===== src/rtl/itf_pkg.sv =====
// Package with shared types, constants and a helper function of the integer-to-text formatter.
`default_nettype none
package itf_pkg;

	localparam int MaxChars  = 64;
	localparam int ValueBits = 64;
	localparam int CharLimit = (MaxChars < 64) ? MaxChars : 64;

	localparam logic [1:0] STATUS_OK        = 2'd0;
	localparam logic [1:0] STATUS_BAD_RADIX = 2'd1;
	localparam logic [1:0] STATUS_TRUNC     = 2'd2;

	// Output segments in emission order.
	typedef enum logic [2:0] {
		SEG_LEAD  = 3'd0,
		SEG_SIGN  = 3'd1,
		SEG_PFX   = 3'd2,
		SEG_ZPAD  = 3'd3,
		SEG_PREC  = 3'd4,
		SEG_DIG   = 3'd5,
		SEG_TRAIL = 3'd6,
		SEG_DONE  = 3'd7
	} seg_t;

	typedef struct packed {
		logic [63:0] value;
		logic [5:0]  radix;
		logic [5:0]  fmt_width;
		logic [5:0]  min_digits;
		logic        lower_case;
		logic        left_align;
		logic        zero_pad;
		logic        signed_value;
		logic        plus_sign;
		logic        space_sign;
		logic        alt_prefix;
	} in_word_t;

	typedef struct packed {
		logic [7:0] out_char;
		logic       last;
		logic [1:0] status;
	} out_word_t;

	// Commands from the controller to the datapath.
	typedef struct packed {
		logic load;    // capture the input word
		logic div_go;  // run one digit division
		logic plan;    // compute segment lengths
		logic emit;    // emit one character
	} ctl_cmd_t;

	// Status from the datapath to the controller.
	typedef struct packed {
		logic bad_radix;
		logic div_busy;
		logic conv_done; // value is zero after last digit
		logic emit_done; // last character sent
	} dp_stat_t;

	function automatic logic [7:0] digit_char(input logic [5:0] d, input logic lc);
		logic [7:0] c;
		begin
			if (d < 6'd10) c = 8'h30 + {2'b00, d};
			else if (lc)   c = 8'h61 + {2'b00, d} - 8'd10;
			else           c = 8'h41 + {2'b00, d} - 8'd10;
			return c;
		end
	endfunction

endpackage
`default_nettype wire


===== src/rtl/itf_divider.sv =====
// Bit-serial restoring divider that splits off one digit of the value per run.
`default_nettype none
module itf_divider
	import itf_pkg::*;
(
	input  wire logic                 clk,
	input  wire logic                 arst_n,
	input  wire logic                 go,
	input  wire logic [ValueBits-1:0] dividend,
	input  wire logic [5:0]           divisor,
	output logic                      busy,
	output logic                      done,
	output logic [ValueBits-1:0]      quotient,
	output logic [5:0]                remainder
);

	localparam int CntW = $clog2(ValueBits + 1);

	logic [ValueBits-1:0] quo_q;
	logic [6:0]           rem_q;
	logic [CntW-1:0]      cnt_q;
	logic                 busy_q;
	logic                 done_q;
	logic [6:0]           shifted;
	logic                 fits;

	assign shifted = {rem_q[5:0], quo_q[ValueBits-1]};
	assign fits    = shifted >= {1'b0, divisor};

	always_ff @(posedge clk or negedge arst_n) begin
		if (!arst_n) begin
			busy_q <= 1'b0;
			done_q <= 1'b0;
			cnt_q  <= '0;
		end else begin
			done_q <= busy_q && (cnt_q == CntW'(1));
			if (go && !busy_q) begin
				busy_q <= 1'b1;
				cnt_q  <= CntW'(ValueBits);
			end else if (busy_q) begin
				cnt_q <= cnt_q - 1'b1;
				if (cnt_q == CntW'(1)) begin
					busy_q <= 1'b0;
				end
			end
		end
	end

	always_ff @(posedge clk) begin
		if (go && !busy_q) begin
			quo_q <= dividend;
			rem_q <= '0;
		end else if (busy_q) begin
			quo_q <= {quo_q[ValueBits-2:0], fits};
			rem_q <= fits ? (shifted - {1'b0, divisor}) : shifted;
		end
	end

	assign busy      = busy_q;
	assign done      = done_q;
	assign quotient  = quo_q;
	assign remainder = rem_q[5:0];

endmodule
`default_nettype wire


===== src/rtl/itf_datapath.sv =====
// Datapath: operand registers, digit store, segment counters and character selection.
`default_nettype none
module itf_datapath
	import itf_pkg::*;
(
	input  wire logic      clk,
	input  wire logic      arst_n,
	input  wire in_word_t  in_word,
	input  wire ctl_cmd_t  cmd,
	output dp_stat_t       stat,
	output logic           out_valid,
	output out_word_t      out_word
);

	in_word_t             op_q;
	logic [ValueBits-1:0] num_q;
	logic [5:0]           store_q [64];
	logic [6:0]           ndig_q;
	logic [6:0]           rd_idx_q;
	logic [6:0]           rd_idx_d;
	logic [5:0]           rd_dig_q;
	logic                 conv_done_q;

	logic [7:0]  lead_q, zpad_q, trail_q, prec_q;
	logic [1:0]  pfx_q;
	logic        has_sign_q;
	logic [7:0]  sign_char_q;
	seg_t        seg_q;
	logic [7:0]  seg_cnt_q;
	logic [6:0]  emitted_q;
	logic        emit_done_q;
	logic        out_valid_q;
	out_word_t   out_q;

	logic                 div_busy, div_done;
	logic [ValueBits-1:0] quo;
	logic [5:0]           rem;

	logic                 neg;
	logic [ValueBits-1:0] masked;
	in_word_t             load_word;
	logic                 load_bad;

	assign masked   = in_word.value[ValueBits-1:0];
	assign neg      = in_word.signed_value && masked[ValueBits-1];
	assign load_bad = in_word.radix < 6'd2 || in_word.radix > 6'd36;

	// Left alignment overrides zero padding.
	always_comb begin
		load_word          = in_word;
		load_word.zero_pad = in_word.zero_pad && !in_word.left_align;
	end

	// Read address of the digit store, one step ahead of the character it feeds.
	always_comb begin
		rd_idx_d = rd_idx_q;
		if (cmd.plan) rd_idx_d = ndig_q - 7'd1;
		else if (cmd.emit && !emit_done_q && seg_q == SEG_DIG) rd_idx_d = rd_idx_q - 7'd1;
	end

	itf_divider u_div (
		.clk      (clk),
		.arst_n   (arst_n),
		.go       (cmd.div_go),
		.dividend (num_q),
		.divisor  (op_q.radix),
		.busy     (div_busy),
		.done     (div_done),
		.quotient (quo),
		.remainder(rem)
	);

	always_ff @(posedge clk) begin
		if (cmd.load) begin
			op_q  <= load_word;
			num_q <= neg ? (ValueBits'(0) - masked) : masked;
		end else if (div_done) begin
			num_q <= quo;
			store_q[ndig_q[5:0]] <= rem;
		end
		rd_dig_q <= store_q[rd_idx_d[5:0]];
	end

	always_ff @(posedge clk or negedge arst_n) begin
		if (!arst_n) begin
			ndig_q      <= '0;
			conv_done_q <= 1'b0;
		end else if (cmd.load) begin
			ndig_q      <= '0;
			conv_done_q <= 1'b0;
		end else if (div_done) begin
			ndig_q      <= ndig_q + 1'b1;
			conv_done_q <= (quo == '0) || (ndig_q == 7'd63);
		end
	end

	// Segment planning, all from registered operands.
	logic signed [8:0] size_w, prec_w, rest_w;
	logic              sgn_on;
	logic [1:0]        pfx_w;
	logic [7:0]        sch_w;
	always_comb begin
		sgn_on = 1'b0;
		sch_w  = 8'h2D;
		if (op_q.signed_value) begin
			if (op_q.value[ValueBits-1])  begin sgn_on = 1'b1; sch_w = 8'h2D; end
			else if (op_q.plus_sign)       begin sgn_on = 1'b1; sch_w = 8'h2B; end
			else if (op_q.space_sign)      begin sgn_on = 1'b1; sch_w = 8'h20; end
		end
		pfx_w = 2'd0;
		if (op_q.alt_prefix) begin
			if (op_q.radix == 6'd8)  pfx_w = 2'd1;
			if (op_q.radix == 6'd16) pfx_w = 2'd2;
		end
		prec_w = ({3'b0, op_q.min_digits} > {2'b0, ndig_q}) ?
			{3'b0, op_q.min_digits} : {2'b0, ndig_q};
		size_w = {3'b0, op_q.fmt_width} - {8'b0, sgn_on} - {7'b0, pfx_w};
		rest_w = size_w - prec_w;
	end

	logic [7:0] pad_w;
	assign pad_w = rest_w > 0 ? rest_w[7:0] : 8'd0;

	// First segment with a nonzero length at or after the given one.
	function automatic seg_t next_seg(input seg_t s, input logic [7:0] le,
		input logic hs, input logic [1:0] pf, input logic [7:0] zp,
		input logic [7:0] pr, input logic [7:0] tr);
		seg_t n;
		begin
			n = SEG_DONE;
			if (s == SEG_LEAD && le != 0)                        n = SEG_LEAD;
			else if (s <= SEG_SIGN && hs)                        n = SEG_SIGN;
			else if (s <= SEG_PFX && pf != 0)                    n = SEG_PFX;
			else if (s <= SEG_ZPAD && zp != 0)                   n = SEG_ZPAD;
			else if (s <= SEG_PREC && pr != 0)                   n = SEG_PREC;
			else if (s <= SEG_DIG)                               n = SEG_DIG;
			else if (s <= SEG_TRAIL && tr != 0)                  n = SEG_TRAIL;
			return n;
		end
	endfunction

	function automatic logic [7:0] seg_len(input seg_t s, input logic [7:0] le,
		input logic [1:0] pf, input logic [7:0] zp, input logic [7:0] pr,
		input logic [7:0] tr, input logic [6:0] nd);
		logic [7:0] l;
		begin
			case (s)
				SEG_LEAD:  l = le;
				SEG_SIGN:  l = 8'd1;
				SEG_PFX:   l = {6'b0, pf};
				SEG_ZPAD:  l = zp;
				SEG_PREC:  l = pr;
				SEG_DIG:   l = {1'b0, nd};
				SEG_TRAIL: l = tr;
				default:   l = 8'd0;
			endcase
			return l;
		end
	endfunction

	// Character of the current position.
	logic [7:0] ch;
	always_comb begin
		case (seg_q) inside
			SEG_LEAD, SEG_TRAIL: ch = 8'h20;
			SEG_SIGN:            ch = sign_char_q;
			SEG_PFX:             ch = (pfx_q == 2'd2 && seg_cnt_q == 8'd1) ?
				(op_q.lower_case ? 8'h78 : 8'h58) : 8'h30;
			SEG_DIG:             ch = digit_char(rd_dig_q, op_q.lower_case);
			default:             ch = 8'h30;
		endcase
	end

	seg_t        nseg;
	logic [7:0]  nlen;
	logic        seg_end, text_end, cap_hit;
	assign seg_end  = seg_q == SEG_PFX ? (seg_cnt_q == 8'd1 || pfx_q == 2'd1) :
		seg_cnt_q == 8'd1;
	assign nseg     = next_seg(seg_t'(seg_q + 3'd1), lead_q, has_sign_q, pfx_q,
		zpad_q, prec_q, trail_q);
	assign nlen     = seg_len(nseg, lead_q, pfx_q, zpad_q, prec_q, trail_q, ndig_q);
	assign text_end = seg_end && nseg == SEG_DONE;
	assign cap_hit  = emitted_q == 7'(CharLimit - 1);

	always_ff @(posedge clk or negedge arst_n) begin
		if (!arst_n) begin
			seg_q       <= SEG_DONE;
			emitted_q   <= '0;
			emit_done_q <= 1'b0;
			out_valid_q <= 1'b0;
			rd_idx_q    <= '0;
		end else begin
			out_valid_q <= (cmd.load && load_bad) || (cmd.emit && !emit_done_q);
			if (cmd.load) begin
				emit_done_q <= load_bad;
				seg_q       <= SEG_DONE;
				if (load_bad) begin
					out_q <= '{out_char: 8'h00, last: 1'b1, status: STATUS_BAD_RADIX};
				end
			end else if (cmd.plan) begin
				lead_q      <= (!op_q.zero_pad && !op_q.left_align) ? pad_w : 8'd0;
				zpad_q      <= op_q.zero_pad ? pad_w : 8'd0;
				trail_q     <= op_q.left_align ? pad_w : 8'd0;
				prec_q      <= prec_w[7:0] - {1'b0, ndig_q};
				pfx_q       <= pfx_w;
				has_sign_q  <= sgn_on;
				sign_char_q <= sch_w;
				emitted_q   <= '0;
				rd_idx_q    <= ndig_q - 1'b1;
				seg_q       <= next_seg(SEG_LEAD, (!op_q.zero_pad && !op_q.left_align) ?
					pad_w : 8'd0, sgn_on, pfx_w, op_q.zero_pad ? pad_w : 8'd0,
					prec_w[7:0] - {1'b0, ndig_q}, 8'd0);
				seg_cnt_q   <= seg_len(next_seg(SEG_LEAD, (!op_q.zero_pad &&
					!op_q.left_align) ? pad_w : 8'd0, sgn_on, pfx_w,
					op_q.zero_pad ? pad_w : 8'd0, prec_w[7:0] - {1'b0, ndig_q}, 8'd0),
					(!op_q.zero_pad && !op_q.left_align) ? pad_w : 8'd0, pfx_w,
					op_q.zero_pad ? pad_w : 8'd0, prec_w[7:0] - {1'b0, ndig_q}, 8'd0,
					ndig_q);
			end else if (cmd.emit && !emit_done_q) begin
				out_q.out_char <= ch;
				out_q.last     <= text_end || cap_hit;
				out_q.status   <= (cap_hit && !text_end) ? STATUS_TRUNC : STATUS_OK;
				emitted_q      <= emitted_q + 1'b1;
				if (text_end || cap_hit) emit_done_q <= 1'b1;
				if (seg_q == SEG_DIG) rd_idx_q <= rd_idx_q - 1'b1;
				if (seg_end) begin
					seg_q     <= nseg;
					seg_cnt_q <= nlen;
				end else begin
					seg_cnt_q <= seg_cnt_q - 1'b1;
				end
			end
		end
	end

	assign stat.bad_radix = op_q.radix < 6'd2 || op_q.radix > 6'd36;
	assign stat.div_busy  = div_busy || div_done;
	assign stat.conv_done = conv_done_q;
	assign stat.emit_done = emit_done_q;
	assign out_valid      = out_valid_q;
	assign out_word       = out_q;

`ifndef SYNTH
	a_no_emit_after_done: assert property (@(posedge clk) disable iff (!arst_n)
		emit_done_q && !cmd.load && !cmd.plan |=> !out_valid_q)
		else $error("character emitted after last");
	a_last_sets_done: assert property (@(posedge clk) disable iff (!arst_n)
		out_valid_q && out_q.last |-> emit_done_q)
		else $error("last word without done flag");
	a_cap: assert property (@(posedge clk) disable iff (!arst_n)
		emitted_q <= 7'(CharLimit))
		else $error("character limit exceeded");
`endif

endmodule
`default_nettype wire


===== src/rtl/itf_ctrl.sv =====
// Controller state machine sequencing load, digit conversion, planning and emission.
`default_nettype none
module itf_ctrl
	import itf_pkg::*;
(
	input  wire logic     clk,
	input  wire logic     arst_n,
	input  wire logic     start,
	input  wire dp_stat_t stat,
	output ctl_cmd_t      cmd,
	output logic          busy
);

	typedef enum logic [5:0] {
		ST_IDLE = 6'b000001,
		ST_CHK  = 6'b000010,
		ST_DIV  = 6'b000100,
		ST_WAIT = 6'b001000,
		ST_PLAN = 6'b010000,
		ST_EMIT = 6'b100000
	} state_t;

	state_t state_q, state_d;

	always_comb begin
		state_d = state_q;
		cmd     = '0;
		unique case (state_q)
			ST_IDLE: begin
				if (start) begin
					cmd.load = 1'b1;
					state_d  = ST_CHK;
				end
			end
			ST_CHK: begin
				state_d = stat.bad_radix ? ST_IDLE : ST_DIV;
			end
			ST_DIV: begin
				cmd.div_go = 1'b1;
				state_d    = ST_WAIT;
			end
			ST_WAIT: begin
				if (!stat.div_busy) state_d = stat.conv_done ? ST_PLAN : ST_DIV;
			end
			ST_PLAN: begin
				cmd.plan = 1'b1;
				state_d  = ST_EMIT;
			end
			ST_EMIT: begin
				cmd.emit = 1'b1;
				if (stat.emit_done) begin
					cmd.emit = 1'b0;
					state_d  = ST_IDLE;
				end
			end
			default: state_d = ST_IDLE;
		endcase
	end

	always_ff @(posedge clk or negedge arst_n) begin
		if (!arst_n) state_q <= ST_IDLE;
		else         state_q <= state_d;
	end

	assign busy = state_q != ST_IDLE;

`ifndef SYNTH
	a_load_only_idle: assert property (@(posedge clk) disable iff (!arst_n)
		cmd.load |-> state_q == ST_IDLE)
		else $error("load outside idle");
	a_load_leaves_idle: assert property (@(posedge clk) disable iff (!arst_n)
		cmd.load |=> busy)
		else $error("busy not raised after load");
	a_one_cmd: assert property (@(posedge clk) disable iff (!arst_n)
		$onehot0(cmd))
		else $error("several commands at once");
`endif

endmodule
`default_nettype wire


===== src/rtl/integer_to_text_formatter_core.sv =====
// Top level of the integer-to-text formatter: controller plus datapath.
`default_nettype none
// Channel   | Handshake          | Word
// ----------+--------------------+-------------------------------------
// input     | start & !busy      | in_word  (in_word_t)
// result    | out_valid (strobe) | out_word (out_word_t)
//
// After acceptance busy stays high through a check state, then for each digit
// (at least one) a launch state, the steps of the shared bit-serial divider, one
// per value bit, a done step and a decision state, then a planning state, the
// emission of one character per cycle and a closing state. An invalid radix keeps
// busy high for one cycle and gives its single error word in the cycle right
// after acceptance.
// arst_n clears the controller and all valid flags at once; the digit store
// holds no reset value. The receiver cannot stall: each word is shown once.
module integer_to_text_formatter_core
	import itf_pkg::*;
(
	input  wire logic     clk,
	input  wire logic     arst_n,
	input  wire logic     start,
	input  wire in_word_t in_word,
	output logic          busy,
	output logic          out_valid,
	output out_word_t     out_word
);

	// Command and status groups between the controller and the datapath.
	ctl_cmd_t cmd;
	dp_stat_t stat;

	itf_ctrl u_ctrl (
		.clk   (clk),
		.arst_n(arst_n),
		.start (start),
		.stat  (stat),
		.cmd   (cmd),
		.busy  (busy)
	);

	itf_datapath u_dp (
		.clk      (clk),
		.arst_n   (arst_n),
		.in_word  (in_word),
		.cmd      (cmd),
		.stat     (stat),
		.out_valid(out_valid),
		.out_word (out_word)
	);

`ifndef SYNTH
	a_no_out_idle_long: assert property (@(posedge clk) disable iff (!arst_n)
		!busy && !$past(busy) |-> !out_valid)
		else $error("word emitted while idle");
	a_ok_status_last: assert property (@(posedge clk) disable iff (!arst_n)
		out_valid && !out_word.last |-> out_word.status == STATUS_OK)
		else $error("status on non-final word");
	a_status_range: assert property (@(posedge clk) disable iff (!arst_n)
		out_valid |-> out_word.status != 2'd3)
		else $error("undefined status code");
`endif

endmodule
`default_nettype wire

===== config.mk =====
export PLATFORM = sky130hd
export DESIGN_NAME = integer_to_text_formatter_core
export DESIGN_NICKNAME = d
export VERILOG_FILES = /design/src/rtl/itf_pkg.sv /design/src/rtl/itf_divider.sv /design/src/rtl/itf_datapath.sv /design/src/rtl/itf_ctrl.sv /design/src/rtl/integer_to_text_formatter_core.sv
export SDC_FILE = /design/constraint.sdc
export NUM_CORES = 1
export LEC_CHECK = 0
export ABC_AREA = 1
export BUFFER_PORTS_ARGS = -buffer_cell sky130_fd_sc_hd__buf_2
export CORE_MARGIN = 3
export CORE_UTILIZATION = 50
export CTS_BUF_LIST = sky130_fd_sc_hd__clkbuf_16
export DETAILED_ROUTE_END_ITERATION = 10
export GPL_TIMING_DRIVEN = 0
export PLACE_DENSITY = 0.79
export SLEW_MARGIN = 20
export SYNTH_ARGS = -nofsm -noshare
export SYNTH_HDL_FRONTEND = slang
export SYNTH_SLANG_ARGS = --single-unit

===== constraint.sdc =====
create_clock -name clk -period 5 [get_ports clk]
set_input_delay 0.75 -clock clk [delete_from_list [all_inputs] [get_ports clk]]
set_output_delay 0.75 -clock clk [all_outputs]
set_load 0.02 [all_outputs]

# [Word level (Yosys, flattened, before mapping)]
# Memory sizes are Yosys's and may differ from the RTL's. A register that Yosys moved wholly into a read port is not among the register bits.
# Cells that the tools add are included.
[word_totals] reg_bits=325 mem_bits_rw=384 n_memories=1
[classes] add_sub_neg=18 order_cmp=14 eq_ne=36 muxes=91 bitwise_logic=2 reduce_logical=63
[memory_table] name="u_dp.store_q" words=64 word_bits=6 rd=1 rd_ports_with_merged_regs=1 wr=1 line="itf_datapath.sv:17" text="logic [5:0] store_q [64];"
[op_table] operator="two-way mux 64 bit" count=5
[op_table] operator="two-way mux 8 bit" count=13
[op_table] operator="two-way mux 7 bit" count=10
[op_table] operator="logical NOT 64 bit" count=1
[op_table] operator="subtractor 1 x 64 -> 64 bit, first input constant" count=1
[op_table] operator="one-hot mux 8 bit (7 select lines)" count=1
[op_table] operator="nonzero test 8 bit" count=7
[op_table] operator="two-way mux 3 bit" count=18
[op_table] operator="one-hot mux 8 bit (6 select lines)" count=1
[op_table] operator="two-way mux 11 bit" count=4
[op_table] operator="two-way mux 6 bit" count=7
[op_table] operator="one-hot mux 6 bit (6 select lines)" count=1
[op_table] operator="two-way mux 1 bit" count=26
[op_table] operator="== test 3 bit, second input constant" count=8
[op_table] operator="subtractor 7 x 1 -> 7 bit, second input constant" count=3
[op_table] operator="logical AND 1 bit" count=17
[op_table] operator="adder 7 x 6 -> 8 bit, first input constant" count=2
[op_table] operator="nonzero test 2 bit" count=8
[op_table] operator="subtractor 8 x 4 -> 8 bit, second input constant" count=2
[op_table] operator="== test 3 x 2 -> 1 bit, second input constant" count=5
[op_table] operator="AND reduction 3 bit" count=5
[op_table] operator="adder 7 x 1 -> 7 bit, second input constant" count=2
[op_table] operator="== test 7 x 6 -> 1 bit, second input constant" count=2
[op_table] operator="== test 6 x 4 -> 1 bit, second input constant" count=2
[op_table] operator="42 further kinds" count=73

# [Depth between registers and ports, before layout]
[depth] depth_word=20 ltp_mapped=34 depth_no_buf=31

# [By module]
# Synthesis repeated with hierarchy kept, for this count alone.
[unflattened] cells_unflattened=3115 area_unflattened_um2=31729.2
[modules_own_cells] module="itf_datapath" n_inst=1 cells_per_inst=2651 area_each_um2=27531.4 seq_area_each_um2=16719.8
[modules_own_cells] module="itf_divider" n_inst=1 cells_per_inst=411 area_each_um2=3794.9 seq_area_each_um2=2267.2
[modules_own_cells] module="itf_ctrl" n_inst=1 cells_per_inst=53 area_each_um2=402.9 seq_area_each_um2=151.4

# [Worst setup path before layout]
# No wires, ideal clock.
[synth_path] kind="flip-flop to flip-flop" start="register u_dp.ndig_q[2]" end="register u_dp.seg_cnt_q[5], data pin" setup_ps=257 arrival_time_ps=4506 t_required_ps=4743 slack_ps=237 stages_incl_launch_ff=31 n_path_buf=3 synth_period_minus_slack_ps=4763 cell_sequence="dfrtp_1 buf_2 clkinv_1 ha_1 a21oi_1 o21ai_0 a21oi_1 o21ai_0 o311ai_0 clkbuf_1 nor2_1 a21oi_1 ha_1 fa_1 inv_1 nand3_1 nand2_1 nand2_1 nand3_2 nand2_4 buf_6 nand3_2 nand3_2 nor2_2 nand4_2 nand2_4 inv_4 nand3_1 nand2_1 nor2_1 nor2_1"
[synth_between] elab_chain_cells=16 elab_cells_between_ends=26 cone_classes="add/sub (2); order compare (2); eq/ne (5); mux (13); reduce/logical (4)"
[synth_rtl] item="from (decl)" line="itf_datapath.sv:18" text="logic [6:0] ndig_q;"
[synth_rtl] item="from (signal assigned)" line="itf_datapath.sv:92" text="ndig_q <= ndig_q + 1'b1;"
[synth_rtl] item="greater-than comparator 6 x 7 -> 1 bit" line="itf_datapath.sv:115" text="prec_w = ({3'b0, op_q.min_digits} > {2'b0, ndig_q}) ?"
[synth_rtl] item="two-way mux 7 bit" line="itf_datapath.sv:115"
[synth_rtl] item="subtractor 9 x 8 -> 9 bit" line="itf_datapath.sv:118" text="rest_w = size_w - prec_w;"
[synth_rtl] item="greater-than comparator 9 x 1 -> 1 bit" line="itf_datapath.sv:122" text="assign pad_w = rest_w > 0 ? rest_w[7:0] : 8'd0;"
[synth_rtl] item="two-way mux 8 bit" line="itf_datapath.sv:122"
[synth_rtl] item="two-way mux 8 bit"
[synth_rtl] item="nonzero test 8 bit" line="itf_datapath.sv:134" text="else if (s <= SEG_ZPAD && zp != 0) n = SEG_ZPAD;"
[synth_rtl] item="two-way mux 3 bit" line="itf_datapath.sv:134"
[synth_rtl] item="two-way mux 3 bit" line="itf_datapath.sv:133" text="else if (s <= SEG_PFX && pf != 0) n = SEG_PFX;"
[synth_rtl] item="two-way mux 3 bit" line="itf_datapath.sv:132" text="else if (s <= SEG_SIGN && hs) n = SEG_SIGN;"
[synth_rtl] item="two-way mux 3 bit" line="itf_datapath.sv:131" text="if (s == SEG_LEAD && le != 0) n = SEG_LEAD;"
[synth_rtl] item="two-way mux 3 bit" line="itf_datapath.sv:200" text="end else if (cmd.plan) begin"
[synth_rtl] item="two-way mux 3 bit" line="itf_datapath.sv:194" text="if (cmd.load) begin"
[synth_rtl] item="== test 3 bit (tied with other cells)" line="itf_datapath.sv:147" text="case (s)"
[synth_rtl] item="one-hot mux 8 bit (6 select lines) *" line="itf_datapath.sv:147"
[synth_rtl] item="two-way mux 8 bit *" line="itf_datapath.sv:200"
[synth_rtl] item="to (signal assigned)" line="itf_datapath.sv:213" text="seg_cnt_q <= seg_len(next_seg(SEG_LEAD, (!op_q.zero_pad &&"
[synth_rtl] item="to (signal assigned)" line="itf_datapath.sv:228" text="seg_cnt_q <= nlen;"
[synth_rtl] item="to (signal assigned)" line="itf_datapath.sv:230" text="seg_cnt_q <= seg_cnt_q - 1'b1;"
[synth_rtl] item="to (decl)" line="itf_datapath.sv:29" text="logic [7:0] seg_cnt_q;"
# Every way passes the cells marked *; elsewhere a longest branch is shown, timed or not. The select of a mux whose other input is x is not followed.
# A chain may end at the register's enable or synchronous reset.

# [Worst setup path after layout]
[layout_path] start="register u_dp.ndig_q[4]" end="register u_dp.seg_cnt_q[6], data pin"
# The elaborated chain is that of the path after synthesis.

==> results.md <==
* GRT overflow at 0
* Largest net degree at the start of global routing at 68
* GRT busiest layer: met2
* Global-route wire length before repair at 132 mm
* Post-route minimum period at 4890 ps
* Met3 Use GR at 4.24%
* Period Utilization, post-route at 97.9%
* I/O Buffers at 104
* YS warnings at 0
* DRC at 0
* Max_cap viols at 0
* GPL Wtd Cong at 0.946
* Final hold vios at 0
* Worst-Margin Slew at 978 ps
* Startpoint Class: flop
* Vias in the first global route at 23800
* Die width at 259 um
* P_int at 0.0129 W
* Relative slew slack at 34.2%
* Crit. End Element: flop
* CTS tree: done
* All-layer global routing usage at 25.3%
* Antenna Nets Post-Route at 0
* Worst-skew pair later-pin latency at 620 ps
* Critical path arrival at 5230 ps
* Share of the synthesized area in the top cell type at 55.8%
* Cell row count at 92
* Distinct cells, synth at 67
* Die H at 259 um
* Finished Layout Cells at 4340
* Reg2reg end: u_dp.seg_cnt_q[6]
* Die area at 67100 um^2
* FF-to-FF setup slack at 110 ps
* Post-synthesis sequential area ratio at 59.7%
* CTS sink count at 648
* TritonCTS Buffers at 67
* Worst reg2reg path depth at 22
* CTS root buf: clkbuf_16
* Max IR drop VDD at 0.476 mV
* Mean Syn Cell Area at 9.88 um^2
* CTS max path bufs at 3
* Worst R2R Start: u_dp.ndig_q[4]
* Critical path class: reg2reg
* Ys async rst share at 6.33%
* H-tree depth at 3
* Clock slew seen by the registers of the worst setup and hold paths at 60 ps
* Switching power total at 0.00803 W
* Pre-Repair DR Iteration Count at 6
* Core area at 63200 um^2
* Leak at 14.3 nW
* Synth top area cells: edfxtp_1, nand2_1, inv_1
* Crit path from: u_dp.ndig_q[4]
* CP max FO at 10
* Register area at 19200 um^2
* Area of the multi-input gates at 10700 um^2
* Number of diodes at 0
* Hold WC Path Type: in2async
* Synth Area in Adders at 2.40%
* Initial Util at 50.7%
* Fmax at 204 MHz
* Post-synth top area cell: edfxtp_1
* Status: completed
* Met1 usage at 33.1%
* Mapped Cells at 3243
* Post-Synth Simple-Gate Area at 18.9%
* Antenna violations before repair at 0
* Vias at 24900
* Fill cell count at 5098
* Pins Over Slew Limit at 0
* Cell area after synthesis at 32000 um^2
* Per-cell routed wire length at 20.1 um
* Setup TNS Final at 0 ps
* Post-synthesis compound-gate area fraction at 9.47%
* WP data required at 5340 ps
* PD cells at 575 nW/um^2
* Endpoints failing setup at 0
* Comb power frac at 37.6%
* Hpwl dp at 60.4 mm
* Top FF cell, synth: edfxtp_1
* Worst hold margin at 149 ps
* Met2 GRT Util at 42.3%
* Reg power frac at 40.1%
* Syn_nets at 3394
* Vias per cell at 5.74
* Seq cells post-synth at 648
* Layout cells sized above 1 at 11.5%
* Initial DRC count at 3164
* Synthesis-to-layout area growth at 13.3%
* Mux share of post-synthesis cell area at 0%
* DP Cell Count at 4201
* Xor and xnor area share after synthesis at 2.00%
* Largest family of logic cells by synthesized area: simple AND/OR/NAND/NOR gates
* I/O pin count at 105
* Count of flip-flops with a built-in enable after synthesis at 595
* Fin nets at 3595
* Switching Fraction at 38.4%
* WL final at 87.1 mm
* Clock power share at 22.3%
* Max Clock Skew at 33.3 ps
* Worst Setup EP: u_dp.seg_cnt_q[6]
==> through the flow <==
| stage | cell area [um^2] | util [%] | setup WS (ps) | power [W] |
|---|---|---|---|---|
| finish | 36300 | 57.4 | 106 | 0.0209 |
| global route | 36300 | 57.4 | -155 | 0.0219 |
| CTS | 36000 | 57.0 | 48.5 | 0.0201 |
| detailed placement | 33900 | 53.6 | -712 | 0.0151 |
| global placement | 33600 | 53.2 | -662 | 0.0148 |
| floorplan | 32000 | - | 237 | 0.0129 |
==> layout by cell type (no fill, tap or decap), types with 5 or more instances in the layout <==
master and instances:
a21oi_1 54, a21oi_2 7, a31oi_1 12, buf_1 10, buf_16 5, buf_2 165, buf_4 28, clkbuf_1 48
clkbuf_16 69, clkinv_1 16, clkinv_2 6, dfrtp_1 35, dfxtp_1 6, dfxtp_4 6, edfxtp_1 595, ha_1 50
inv_1 483, inv_2 8, nand2_1 643, nand2_2 8, nand2_4 5, nand3_1 304, nand3_2 9, nand3b_1 5
nand4_1 28, nand4_2 7, nor2_1 250, nor2_2 14, nor2_4 6, nor3_1 36, nor4_1 38, o211ai_1 201
o21ai_0 159, o21ai_1 13, or2_2 7, xnor2_1 29, xor2_1 44
==> Yosys cell counts (all sizes together), types with 10 or more instances <==
cell type,number
or2,10
dfxtp,12
xor2,44
nand3,313
dfrtp,37
o21ai,176
nor3,39
edfxtp,595
nor4,40
xnor2,29
buf,83
a31oi,12
inv,470
nand2,655
a21oi,64
o211ai,202
nor2,269
ha,55
clkbuf,50
nand4,38
==> cell type report <==
class,instances,share of cell area [%]
Inverter,476,4.97
Tap cell,846,2.92
Multi-Input combinational cell,1988,29.6
Sequential cell,648,52.8
Timing Repair Buffer,131,2.38
Clock buffer,69,4.76
Clock inverter,50,0.800
Buffer,132,1.76
==> what timing repair did <==
action,4_1_cts,5_1_grt
cloned,2,1
pin swaps,6,11
setup buffers,6,12
setup endpoints to repair,12,11
hold buffers,0,0
resized for setup,23,48
==> flip-flops by register name, summed over array words and instances (netlist names), 8 cells and up <==
register,cells
u_dp.num_q,64
u_dp.u_div.quotient,64
u_dp.store_q,384
u_dp.trail_q,8
u_dp.lead_q,8
u_dp.prec_q,8
u_dp.zpad_q,8
u_dp.op_q,26
u_dp.seg_cnt_q,8
u_dp.out_word,11
==> worst min-delay path by stage <==
stage	startpoint	endpoint	slack [ps]	cells after the start
6_report	arst_n	u_dp.rd_idx_q[4]	150	1
5_1_grt	arst_n	u_dp.rd_idx_q[4]	200	1
4_1_cts	in_word[10]	u_dp.op_q[10]	290	1
3_5_place_dp	u_dp.u_div.cnt_q[6]	u_dp.u_div.done	490	1
3_3_place_gp	u_dp.u_div.cnt_q[6]	u_dp.u_div.cnt_q[6]	470	1
2_1_floorplan	u_dp.u_div.cnt_q[6]	u_dp.u_div.done	440	1
==> critical path, stage by stage, from the launching register on <==
cell and delay, ps:
dfrtp_2 490, inv_1 210, ha_1 340, nand2_1 140
o311ai_4 400, buf_4 220, nor2_2 50, a21oi_4 150
ha_4 230, fa_1 470, xnor2_1 450, nor3_1 100
nand3_1 110, nor2_2 40, nand2_2 130, nand4_1 260
nand4_4 270, nor2_4 70, buf_6 140, nand3_1 80
nand2_1 60, nor2_1 150, nor2_1 60
==> power groups by stage <==
stage / logic [W] / registers (W) / clock network [W]
finish: 0.00784 / 0.00837 / 0.00466
floorplan: 0.00453 / 0.00837 / 0
global route: 0.00858 / 0.00845 / 0.00489
global placement: 0.00596 / 0.00885 / 0
CTS: 0.00707 / 0.00835 / 0.00468
detailed placement: 0.00666 / 0.00844 / 0
==> kinds of logic (layout without fill, tap and decap cells) <==
logic type / after synthesis / in the layout
buffers and inverters: 609 / 858
xor gates and xnor gates: 73 / 73
and+or+nand+nor: 1374 / 1376
adders and majority gates: 59 / 59
DFF: 648 / 648
AOI/OAI and AO/OA: 480 / 480
==> per-layer routing <==
layer  wire [um]  share of wire (%)  up-vias
li1            -                  -    11600
met3        8300                9.5      218
met5           0                  0        -
met4        3230                3.7        0
met2       41800                 48     1367
met1       33700                 39    11800
No activity file was read; power rests on OpenSTA's default activity.
